[src/design/adrc_pkg.sv]
// adrc_pkg: shared types and constants for the audio depth and rate converter
// used by adrc_csr, adrc_core and audio_depth_rate_converter; no dependencies
`timescale 1ns / 1ps

package adrc_pkg;

   // widths
   localparam int COUNT_BITS = 24;
   localparam int RATE_BITS  = 16;
   localparam int ACC_BITS   = 17;
   localparam int SUM_BITS   = ACC_BITS + 1;
   localparam int BYTE_BITS  = 8;
   localparam int OUT_COUNT_BITS = 24;
   localparam int CSR_INDEX_BITS = 2;

   // sign bit of a byte sample
   localparam logic [BYTE_BITS-1:0] SIGN_FLIP = 8'h80;

   // register reset values
   localparam logic [RATE_BITS-1:0] RATE_RESET = 16'd11025;

   // register indexes
   localparam logic [CSR_INDEX_BITS-1:0] CSR_SOURCE_IS_16BIT = 2'd0;
   localparam logic [CSR_INDEX_BITS-1:0] CSR_SOURCE_RATE     = 2'd1;
   localparam logic [CSR_INDEX_BITS-1:0] CSR_TARGET_RATE     = 2'd2;
   localparam logic [CSR_INDEX_BITS-1:0] CSR_MAKE_SIGNED     = 2'd3;

   // current configuration seen by the datapath
   typedef struct packed {
      logic                 source_is_16bit;
      logic [RATE_BITS-1:0] source_rate;
      logic [RATE_BITS-1:0] target_rate;
      logic                 make_signed;
   } cfg_type;

endpackage

[src/design/adrc_csr.sv]
// adrc_csr: configuration registers of the converter
// depends on adrc_pkg
`timescale 1ns / 1ps

module adrc_csr (
   input  logic                                clock,
   input  logic                                reset,
   input  logic                                csr_valid,
   output logic                                csr_ready,
   input  logic [adrc_pkg::CSR_INDEX_BITS-1:0] csr_index,
   input  logic [adrc_pkg::RATE_BITS-1:0]      csr_wdata,
   output adrc_pkg::cfg_type                   cfg
);

   adrc_pkg::cfg_type cfg_ff;
   adrc_pkg::cfg_type cfg_in;

   // writes are always accepted, csr_ready is tied high
   assign csr_ready = 1'b1;

   // register write decode
   always_comb begin
      cfg_in = cfg_ff;
      if (csr_valid) begin
         case (csr_index)
            adrc_pkg::CSR_SOURCE_IS_16BIT: cfg_in.source_is_16bit = csr_wdata[0];
            adrc_pkg::CSR_SOURCE_RATE:     cfg_in.source_rate     = csr_wdata;
            adrc_pkg::CSR_TARGET_RATE:     cfg_in.target_rate     = csr_wdata;
            adrc_pkg::CSR_MAKE_SIGNED:     cfg_in.make_signed     = csr_wdata[0];
            default:                       cfg_in = cfg_ff;
         endcase
      end
   end

   always_ff @(posedge clock) begin
      if (reset) begin
         cfg_ff.source_is_16bit <= 1'b0;
         cfg_ff.source_rate     <= adrc_pkg::RATE_RESET;
         cfg_ff.target_rate     <= adrc_pkg::RATE_RESET;
         cfg_ff.make_signed     <= 1'b0;
      end else begin
         cfg_ff <= cfg_in;
      end
   end

   assign cfg = cfg_ff;

endmodule

[src/design/adrc_core.sv]
// adrc_core: byte pairing, phase accumulator decimation, sample count and
// the result register; depends on adrc_pkg
`timescale 1ns / 1ps

module adrc_core (
   input  logic                                clock,
   input  logic                                reset,
   input  adrc_pkg::cfg_type                   cfg,
   input  logic                                req_valid,
   output logic                                req_stall,
   input  logic [adrc_pkg::BYTE_BITS-1:0]      req_raw_byte,
   input  logic                                req_entry_last,
   output logic                                rsp_valid,
   input  logic                                rsp_stall,
   output logic [adrc_pkg::BYTE_BITS-1:0]      rsp_sample,
   output logic                                rsp_has_sample,
   output logic                                rsp_entry_done,
   output logic [adrc_pkg::OUT_COUNT_BITS-1:0] rsp_bytes_written
);

   // entry state
   logic                              awaiting_ff, awaiting_in;
   logic [adrc_pkg::ACC_BITS-1:0]     acc_ff, acc_in;
   logic [adrc_pkg::COUNT_BITS-1:0]   count_ff, count_in;

   // result register
   logic                              rsp_valid_ff, rsp_valid_in;
   logic [adrc_pkg::BYTE_BITS-1:0]    sample_ff, sample_in;
   logic                              has_sample_ff, has_sample_in;
   logic                              done_ff, done_in;
   logic [adrc_pkg::OUT_COUNT_BITS-1:0] written_ff, written_in;

   logic                              accept;
   logic                              have;
   logic                              pass;
   logic                              reach;
   logic                              emit;
   logic [adrc_pkg::BYTE_BITS-1:0]    value;
   logic [adrc_pkg::SUM_BITS-1:0]     sum;
   logic [adrc_pkg::SUM_BITS-1:0]     sum_red;

   // hold off new requests only while a result waits and the sink stalls
   assign req_stall = rsp_valid_ff && rsp_stall;
   assign accept    = req_valid && !req_stall;

   // byte pairing: 16-bit mode keeps the high byte with its sign inverted
   assign have  = !cfg.source_is_16bit || awaiting_ff;
   assign value = cfg.source_is_16bit ? (req_raw_byte ^ adrc_pkg::SIGN_FLIP) : req_raw_byte;

   // phase accumulator step
   assign pass    = (cfg.source_rate == '0) || (cfg.target_rate >= cfg.source_rate);
   assign sum     = adrc_pkg::SUM_BITS'(acc_ff) + adrc_pkg::SUM_BITS'(cfg.target_rate);
   assign reach   = sum >= adrc_pkg::SUM_BITS'(cfg.source_rate);
   assign sum_red = reach ? (sum - adrc_pkg::SUM_BITS'(cfg.source_rate)) : sum;
   assign emit    = have && (pass || reach);

   // next entry state, cleared after the last byte
   always_comb begin
      awaiting_in = cfg.source_is_16bit && !awaiting_ff;
      acc_in      = (have && !pass) ? sum_red[adrc_pkg::ACC_BITS-1:0] : acc_ff;
      count_in    = (emit && (count_ff != '1)) ? count_ff + 1'b1 : count_ff;
      if (req_entry_last) begin
         awaiting_in = 1'b0;
         acc_in      = '0;
         count_in    = '0;
      end
   end

   // result fields
   always_comb begin
      sample_in     = '0;
      if (emit) begin
         sample_in = cfg.make_signed ? (value ^ adrc_pkg::SIGN_FLIP) : value;
      end
      has_sample_in = emit;
      done_in       = req_entry_last;
      written_in    = adrc_pkg::OUT_COUNT_BITS'(
                         (emit && (count_ff != '1)) ? count_ff + 1'b1 : count_ff);
   end

   // result valid: set on accept, cleared once taken
   assign rsp_valid_in = accept || (rsp_valid_ff && rsp_stall);

   always_ff @(posedge clock) begin
      if (reset) begin
         awaiting_ff  <= 1'b0;
         acc_ff       <= '0;
         count_ff     <= '0;
         rsp_valid_ff <= 1'b0;
      end else begin
         rsp_valid_ff <= rsp_valid_in;
         if (accept) begin
            awaiting_ff <= awaiting_in;
            acc_ff      <= acc_in;
            count_ff    <= count_in;
         end
      end
   end

   // payload needs no reset
   always_ff @(posedge clock) begin
      if (accept) begin
         sample_ff     <= sample_in;
         has_sample_ff <= has_sample_in;
         done_ff       <= done_in;
         written_ff    <= written_in;
      end
   end

   assign rsp_valid         = rsp_valid_ff;
   assign rsp_sample        = sample_ff;
   assign rsp_has_sample    = has_sample_ff;
   assign rsp_entry_done    = done_ff;
   assign rsp_bytes_written = written_ff;

endmodule

[src/design/audio_depth_rate_converter.sv]
// audio_depth_rate_converter: top level of the 16 to 8 bit converter and decimator
// depends on adrc_pkg, adrc_csr and adrc_core
//
//   channel   handshake             payload
//   req       req_valid/req_stall   req_raw_byte, req_entry_last
//   rsp       rsp_valid/rsp_stall   rsp_sample, rsp_has_sample, rsp_entry_done,
//                                   rsp_bytes_written
//   csr       csr_valid/csr_ready   csr_index, csr_wdata
//
// one request a cycle unless stalled; each result appears in the cycle after its
// request, set by the single result register after the accumulator add and compare
// synchronous active high reset sets csr defaults and clears valid and entry state
// a request is still taken while a result waits, unless the sink stalls
// csr writes are always accepted and registered
`timescale 1ns / 1ps

module audio_depth_rate_converter (
   input  logic                                clock,
   input  logic                                reset,
   input  logic                                req_valid,
   output logic                                req_stall,
   input  logic [adrc_pkg::BYTE_BITS-1:0]      req_raw_byte,
   input  logic                                req_entry_last,
   output logic                                rsp_valid,
   input  logic                                rsp_stall,
   output logic [adrc_pkg::BYTE_BITS-1:0]      rsp_sample,
   output logic                                rsp_has_sample,
   output logic                                rsp_entry_done,
   output logic [adrc_pkg::OUT_COUNT_BITS-1:0] rsp_bytes_written,
   input  logic                                csr_valid,
   output logic                                csr_ready,
   input  logic [adrc_pkg::CSR_INDEX_BITS-1:0] csr_index,
   input  logic [adrc_pkg::RATE_BITS-1:0]      csr_wdata
);

   adrc_pkg::cfg_type cfg;

   // configuration registers
   adrc_csr u_csr (
      .clock     (clock),
      .reset     (reset),
      .csr_valid (csr_valid),
      .csr_ready (csr_ready),
      .csr_index (csr_index),
      .csr_wdata (csr_wdata),
      .cfg       (cfg)
   );

   // datapath and result register
   adrc_core u_core (
      .clock             (clock),
      .reset             (reset),
      .cfg               (cfg),
      .req_valid         (req_valid),
      .req_stall         (req_stall),
      .req_raw_byte      (req_raw_byte),
      .req_entry_last    (req_entry_last),
      .rsp_valid         (rsp_valid),
      .rsp_stall         (rsp_stall),
      .rsp_sample        (rsp_sample),
      .rsp_has_sample    (rsp_has_sample),
      .rsp_entry_done    (rsp_entry_done),
      .rsp_bytes_written (rsp_bytes_written)
   );

`ifndef NO_ASSERTIONS
   // request stall only comes from a held result
   assert property (@(posedge clock) disable iff (reset)
      req_stall |-> (rsp_valid && rsp_stall))
      else $error("request stalled without a held result");

   // an accepted request gives a result in the next cycle carrying its last flag
   assert property (@(posedge clock) disable iff (reset)
      (req_valid && !req_stall) |=> (rsp_valid && (rsp_entry_done == $past(req_entry_last))))
      else $error("result missing or last flag lost");

   // no sample value without a sample
   assert property (@(posedge clock) disable iff (reset)
      (rsp_valid && !rsp_has_sample) |-> (rsp_sample == '0))
      else $error("sample nonzero without has_sample");
`endif

endmodule
[config.mk]
export PLATFORM = sky130hd
export DESIGN_NAME = audio_depth_rate_converter
export DESIGN_NICKNAME = d
export VERILOG_FILES = /design/src/design/adrc_pkg.sv /design/src/design/adrc_csr.sv /design/src/design/adrc_core.sv /design/src/design/audio_depth_rate_converter.sv
export SDC_FILE = /design/constraint.sdc
export NUM_CORES = 1
export LEC_CHECK = 0
export BUFFER_PORTS_ARGS = -buffer_cell sky130_fd_sc_hd__buf_2
export CAP_MARGIN = 20
export CORE_MARGIN = 2
export CORE_UTILIZATION = 40
export CTS_CLUSTER_SIZE = 30
export DETAILED_ROUTE_END_ITERATION = 8
export PLACE_DENSITY = 0.56
export SYNTH_ARGS = -nofsm -noshare
export SYNTH_HDL_FRONTEND = slang
export SYNTH_SLANG_ARGS = --single-unit
[constraint.sdc]
create_clock -name clock -period 7.7 [get_ports clock]
set_input_delay 0.385 -clock clock [delete_from_list [all_inputs] [get_ports clock]]
set_output_delay 0.385 -clock clock [all_outputs]
set_load 0.005 [all_outputs]
### After elaboration in Yosys (flattened, before gate mapping)

Index checks and enable logic that the tools add are counted.

* add/sub/neg operators: 3
* $lt $le $gt $ge: 2
* equal/unequal tests: 4
* mux-type cells: 8
* bitwise logic cells: 2
* reduce and logical (&&, ||, !) cells: 22

Operator list (number)
* 2-to-1 mux 17 bit: 3
* 2-to-1 mux 24 bit: 2
* adder 24 x 1 -> 24 bit (second input constant): 1
* inequality test 24 bit (second input constant): 1
* adder 17 x 16 -> 18 bit: 1
* >= comparator 18 x 16 -> 1 bit: 1
* subtractor 17 x 16 -> 17 bit: 1
* >= comparator 16 bit: 1
* logical NOT 16 bit: 1
* 2-to-1 mux 8 bit: 2
* AND reduction 2 bit: 5
* logical AND 1 bit: 6
* equality test 2 bit (second input constant): 2
* logical NOT 1 bit: 4
* logical OR 1 bit: 4
* equality test 2 x 1 -> 1 bit (second input constant): 1
* logical NOT 2 bit: 1
* NOT 1 bit: 2
* nonzero test 2 bit: 1
* 2-to-1 mux 1 bit: 1

* register bits after elaboration: 111

### Depth between registers and ports, before layout

* depth after elaboration: 7
* gate-level depth with buffers: 21

### By module

A second synthesis with hierarchy kept.

* cells, all modules: 780
* area total of the unflattened synthesis: 7036.7 µm²

By module, submodules not included
* adrc_core: instances 1, cells each 644, area each 5626.6 µm²
* adrc_csr: instances 1, cells each 136, area each 1410.1 µm²

### Least setup slack after synthesis

OpenSTA, ideal clock, no wires.

* path type: register to register
* start point: reg u_csr.cfg_ff (netlist bit u_csr.cfg[1])
* end point: reg u_core.written_ff (netlist bit u_core.rsp_bytes_written[4]), data pin
* arrival time: 3.990 ns
* data required time: 7.442 ns
* path slack: 3.451 ns
* cell stages (with the launch flop): 21
* path through: dfxtp_1 -> ha_1 -> fa_1 -> a211oi_1 -> o21bai_1 -> nand4_1 -> and2_1 -> o21bai_1 -> a21oi_1 -> xnor2_1 -> ha_1 -> or2_2 -> a31oi_1 -> o21ai_0 -> a211oi_1 -> o211ai_4 -> and2_1 -> buf_2 -> buf_2 -> nand2_1 -> xnor2_1

* word-level cells in the longest chain between the ends: 6
* elaborated cells on any way between the ends: 8

RTL lines
* from (decl): line adrc_csr.sv:15 `adrc_pkg::cfg_type cfg_ff;`
* from (signal assigned): line adrc_csr.sv:42 `cfg_ff <= cfg_in;`
* adder 17 x 16 -> 18 bit or >= comparator 16 bit (tied branches): line adrc_core.sv:52, adrc_core.sv:51
* >= comparator 18 x 16 -> 1 bit or logical OR 1 bit (tied branches): line adrc_core.sv:53, adrc_core.sv:51
* logical OR 1 bit (*): line adrc_core.sv:55 `assign emit = have && (pass || reach);`
* logical AND 1 bit (*): line adrc_core.sv:55
* logical AND 1 bit (*): line adrc_core.sv:78 `(emit && (count_ff != '1)) ? count_ff + 1'b1 : count_ff);`
* 2-to-1 mux 24 bit (*)
* via u_core.written_in (one bit): line adrc_core.sv:31 `logic [adrc_pkg::OUT_COUNT_BITS-1:0] written_ff, written_in;`
* to (signal assigned): line adrc_core.sv:106 `written_ff <= written_in;`
* to (decl): line adrc_core.sv:31

Mark *: on every way through the listed nets, which the timed path passes. The rest lies on a longest branch.
A chain may end at the register's enable or synchronous reset.

### Worst setup path in the final report

* start point: reg u_csr.cfg_ff (netlist bit u_csr.cfg[1])
* end point: reg u_core.written_ff (netlist bit u_core.rsp_bytes_written[7]), data pin

The elaborated chain is that of the path after synthesis.

==> summary.txt <==
Synthesis
  – Post-synth EDFFs: 34
  – Mapped cell area: ~0.0068 mm²
  – Commonest cells post-synth: nand2_1, dfxtp_1, a21oi_1
  – Syn Inst Count: 784
  – Synth Net Count: 867
  – Post-synth top area share: 0.228
  – Cell taking the most area after synthesis: dfxtp_1
  – Most numerous cell in the Yosys netlist: nand2_1
  – Synth Warn #: 0
  – Synth area leaders: dfxtp_1, edfxtp_1, ha_1
  – Ys flop type: dfxtp_1
  – Netlist cell types: 61
  – Seq/Total Area, Yosys: 0.379
  – Async SR Flop Fraction: 0
  – Synthesized area per cell: ~8.6 µm²
  – #FFs+latches synth: 111

Finish
  – Area growth syn-to-layout: 11.8%
  – Area of the multi-input gates: 0.00392 mm²
  – Post-route cell area: 0.00755 mm²
  – Register area: roughly 0.0026 mm²
  – Filler instances: 1592
  – Fin nets: 909
  – # diodes: 0
  – Final instance count without filler cells: 1051
  – Finished Core Util: 0.457
  – Share of cells above drive strength 1: 0.125

STA
  – Final period util: 0.703
  – Least-Margin Pin Slew: just under 1000 ps
  – Layout Skew: 13.3 ps
  – Worst rel slew slack: 0.336
  – Final setup viols: 0
  – Final Hold Viols: 0
  – Tmin final: 5410 ps
  – Fin Setup TNS: 0 ps
  – Unrepaired setup endpoints after global routing: no
  – Max frequency: 185 MHz
  – Final Max Slew Viols: 0

Worst setup path
  – Critical Path Source Type: flip-flop
  – Crit Path Max Fanout: 35
  – CP Cell Sequence: ha_1 > fa_1 > a211oi_1 > o21bai_1 > nand4_1 > and2_1 > o21bai_1 > a21oi_1 > xnor2_1 > ha_1 > or2_2 > a31oi_1 > o21ai_0 > a211oi_1 > o211ai_4 > and2_1 > nand3_1 > xnor2_1
  – Worst path top cell family by delay: compound AO/OA/AOI/OAI gates
  – Reg2Reg Depth: 18
  – Stages on worst setup path: 18
  – Worst path slowest cell: a211oi_1
  – CP Class: flip-flop to flip-flop
  – Setup crit end kind: flip-flop
  – Crit path required time: 7820 ps
  – Crit path buffers/inverters: 0
  – CP arrival: 5540 ps
  – Largest stage delay on the critical path: 550 ps

Clocking
  – CTS Buffer Depth: 2
  – CTS tree: done
  – Number of clock sinks: 111
  – # resized after CTS: 0
  – Cts hold-fix bufs: 0
  – Worst-path clk slew: 90 ps
  – CTS Buf Count: 9
  – Root Driver: clkbuf_16
  – Worst skew pair latency: 360 ps
  – Post-CTS setup buffer count: 0
  – Clock H-tree levels: 3

Routing
  – First-pass DRT Iterations: 5
  – Post-DRT Antenna Nets: 0
  – Routed vias: 5807
  – Routed len/inst: around 17 µm
  – DR DRC count: 0
  – Vias/cell: 5.53
  – WL final: 17400 µm
  – DRT iter0 DRCs: 364

Global routing
  – GRT Overall Usage: 0.197
  – Total grt overflow: 0
  – Met2 Use GR: 0.329
  – M3 GR Usage: 0.0276
  – Initial antenna violation count: 0
  – First-pass GRT wire length: 28300 µm
  – Vias in the first global route: 5585
  – Gr busiest metal: met2
  – GR met1 Demand/Resource: 0.266
  – Pin count of the biggest net entering global routing: 63

Place
  – DP Area: 0.00724 mm²
  – Placed cells: 1035
  – Port Buf Inserts: 67
  – Dpl hpwl: 12400 µm
  – Routability congestion estimate: 0.864

Die
  – Starting Density: 0.409
  – Die Ht: 134 µm
  – Overall die width: 134 µm
  – Core Area: 0.0165 mm²
  – FP Rows: between 40 and 50
  – Ports: 69
  – Die area: roughly 0.018 mm²

Worst hold path
  – Hold crit path type: input pin to flip-flop
  – Hold Crit Depth: 3

Power
  – Max IR drop VDD: 121 µV
  – PwrDens: around 270 mW/mm²
  – Total Power: just over 0.002 W
  – Lkg Pwr: 3.12 nW

Flow run
  – Max Cap Viol: 0

Status
  – Status: complete, no violations
[layout make-up]
| type | count | area share |
|---|---|---|
| Clock buffer | 9 | 0.0298 |
| Clock inverter | 7 | 0.0124 |
| Sequential cell | 111 | 0.339 |
| Inverter | 29 | 0.0144 |
| Multi-Input combinational cell | 604 | 0.519 |
| Timing Repair Buffer | 71 | 0.0484 |
| Tap cell | 220 | 0.0364 |
[power breakdown]
group	switching (W)	internal (W)
logic	0.000529	0.000355
registers	0.0000253	0.000660
clock network	0.000242	0.000263
total	0.000796	0.00128
[routing by layer]
layer / vias to the layer above / routed length [µm]
met4: 0 / 190
met2: 154 / 8140
met1: 2726 / 8290
met3: 12 / 741
li1: 2915 / -
met5: - / 0
[stage by stage]
stage / hold slack [ps] / setup slack, ps
floorplan: 429 / 3450
global placement: 441 / 2580
detailed placement: 457 / 2370
CTS: 232 / 2360
global route: 255 / 1950
finish: 239 / 2290
[registers in the layout (all words and copies together) (netlist names)]
signal                    count
u_core.rsp_bytes_written     24
u_core.rsp_sample             8
u_csr.cfg                    34
u_core.acc_ff                17
u_core.rsp_entry_done         1
u_core.rsp_has_sample         1
u_core.count_ff              24
u_core.rsp_valid              1
u_core.awaiting_ff            1
[cell families after synthesis]
group | synth area share
other | 0.000555
and+or+nand+nor | 0.202
muxes | 0.0193
adders and majority gates | 0.0966
DFF | 0.379
AOI/OAI and AO/OA | 0.194
buffers and inverters | 0.0415
xor gates and xnor gates | 0.0674
[worst reg2reg max path, delay by kind of cell (launching register included)]
kind | cells | cell delay [ps]
XOR/XNOR | 2 | 250
AO/OA/AOI/OAI | 8 | 2290
AND/OR/NAND/NOR | 5 | 1330
adder cells (fa/ha/maj) | 3 | 960
flip-flops | 1 | 330
[worst paths after layout]
kind / from / to / slack, ps
max reg2reg: u_csr.cfg[1]$_SDFFE_PP1P_ / u_core.rsp_bytes_written[7]$_DFFE_PP_ / 2290
min reg2reg: u_csr.cfg[20]$_SDFFE_PP0P_ / u_csr.cfg[20]$_SDFFE_PP0P_ / 480
min: req_valid / u_core.rsp_valid$_SDFF_PP0_ / 240
max: u_csr.cfg[1]$_SDFFE_PP1P_ / u_core.rsp_bytes_written[7]$_DFFE_PP_ / 2290
[placed cells by master (no fill, tap or decap), types with 3 or more instances in the layout]
cell type  count
a21o_1        16
nand2_1      109
a31oi_1       18
a21oi_1       65
nand3b_1       9
or2_2          4
nand3_1       18
inv_1         29
ha_1          49
nor3_1        10
or4_1         10
and2_1         7
or3_1          7
xor2_1        18
a211o_1        5
edfxtp_1      34
and3_1        15
o21ai_0       50
xnor2_1       34
a211oi_1       8
o21a_1         4
o21ai_1       10
and4_1         3
o211ai_1       3
buf_2         67
a41oi_1        8
nor2_1        43
dfxtp_1       77
clkbuf_16      9
buf_4          4
o21bai_1       4
nor2b_1        7
mux2i_1       13
nand2b_1       6
nor4_1         6
nand4_1       13
No activity file was read; power rests on OpenSTA's default activity.
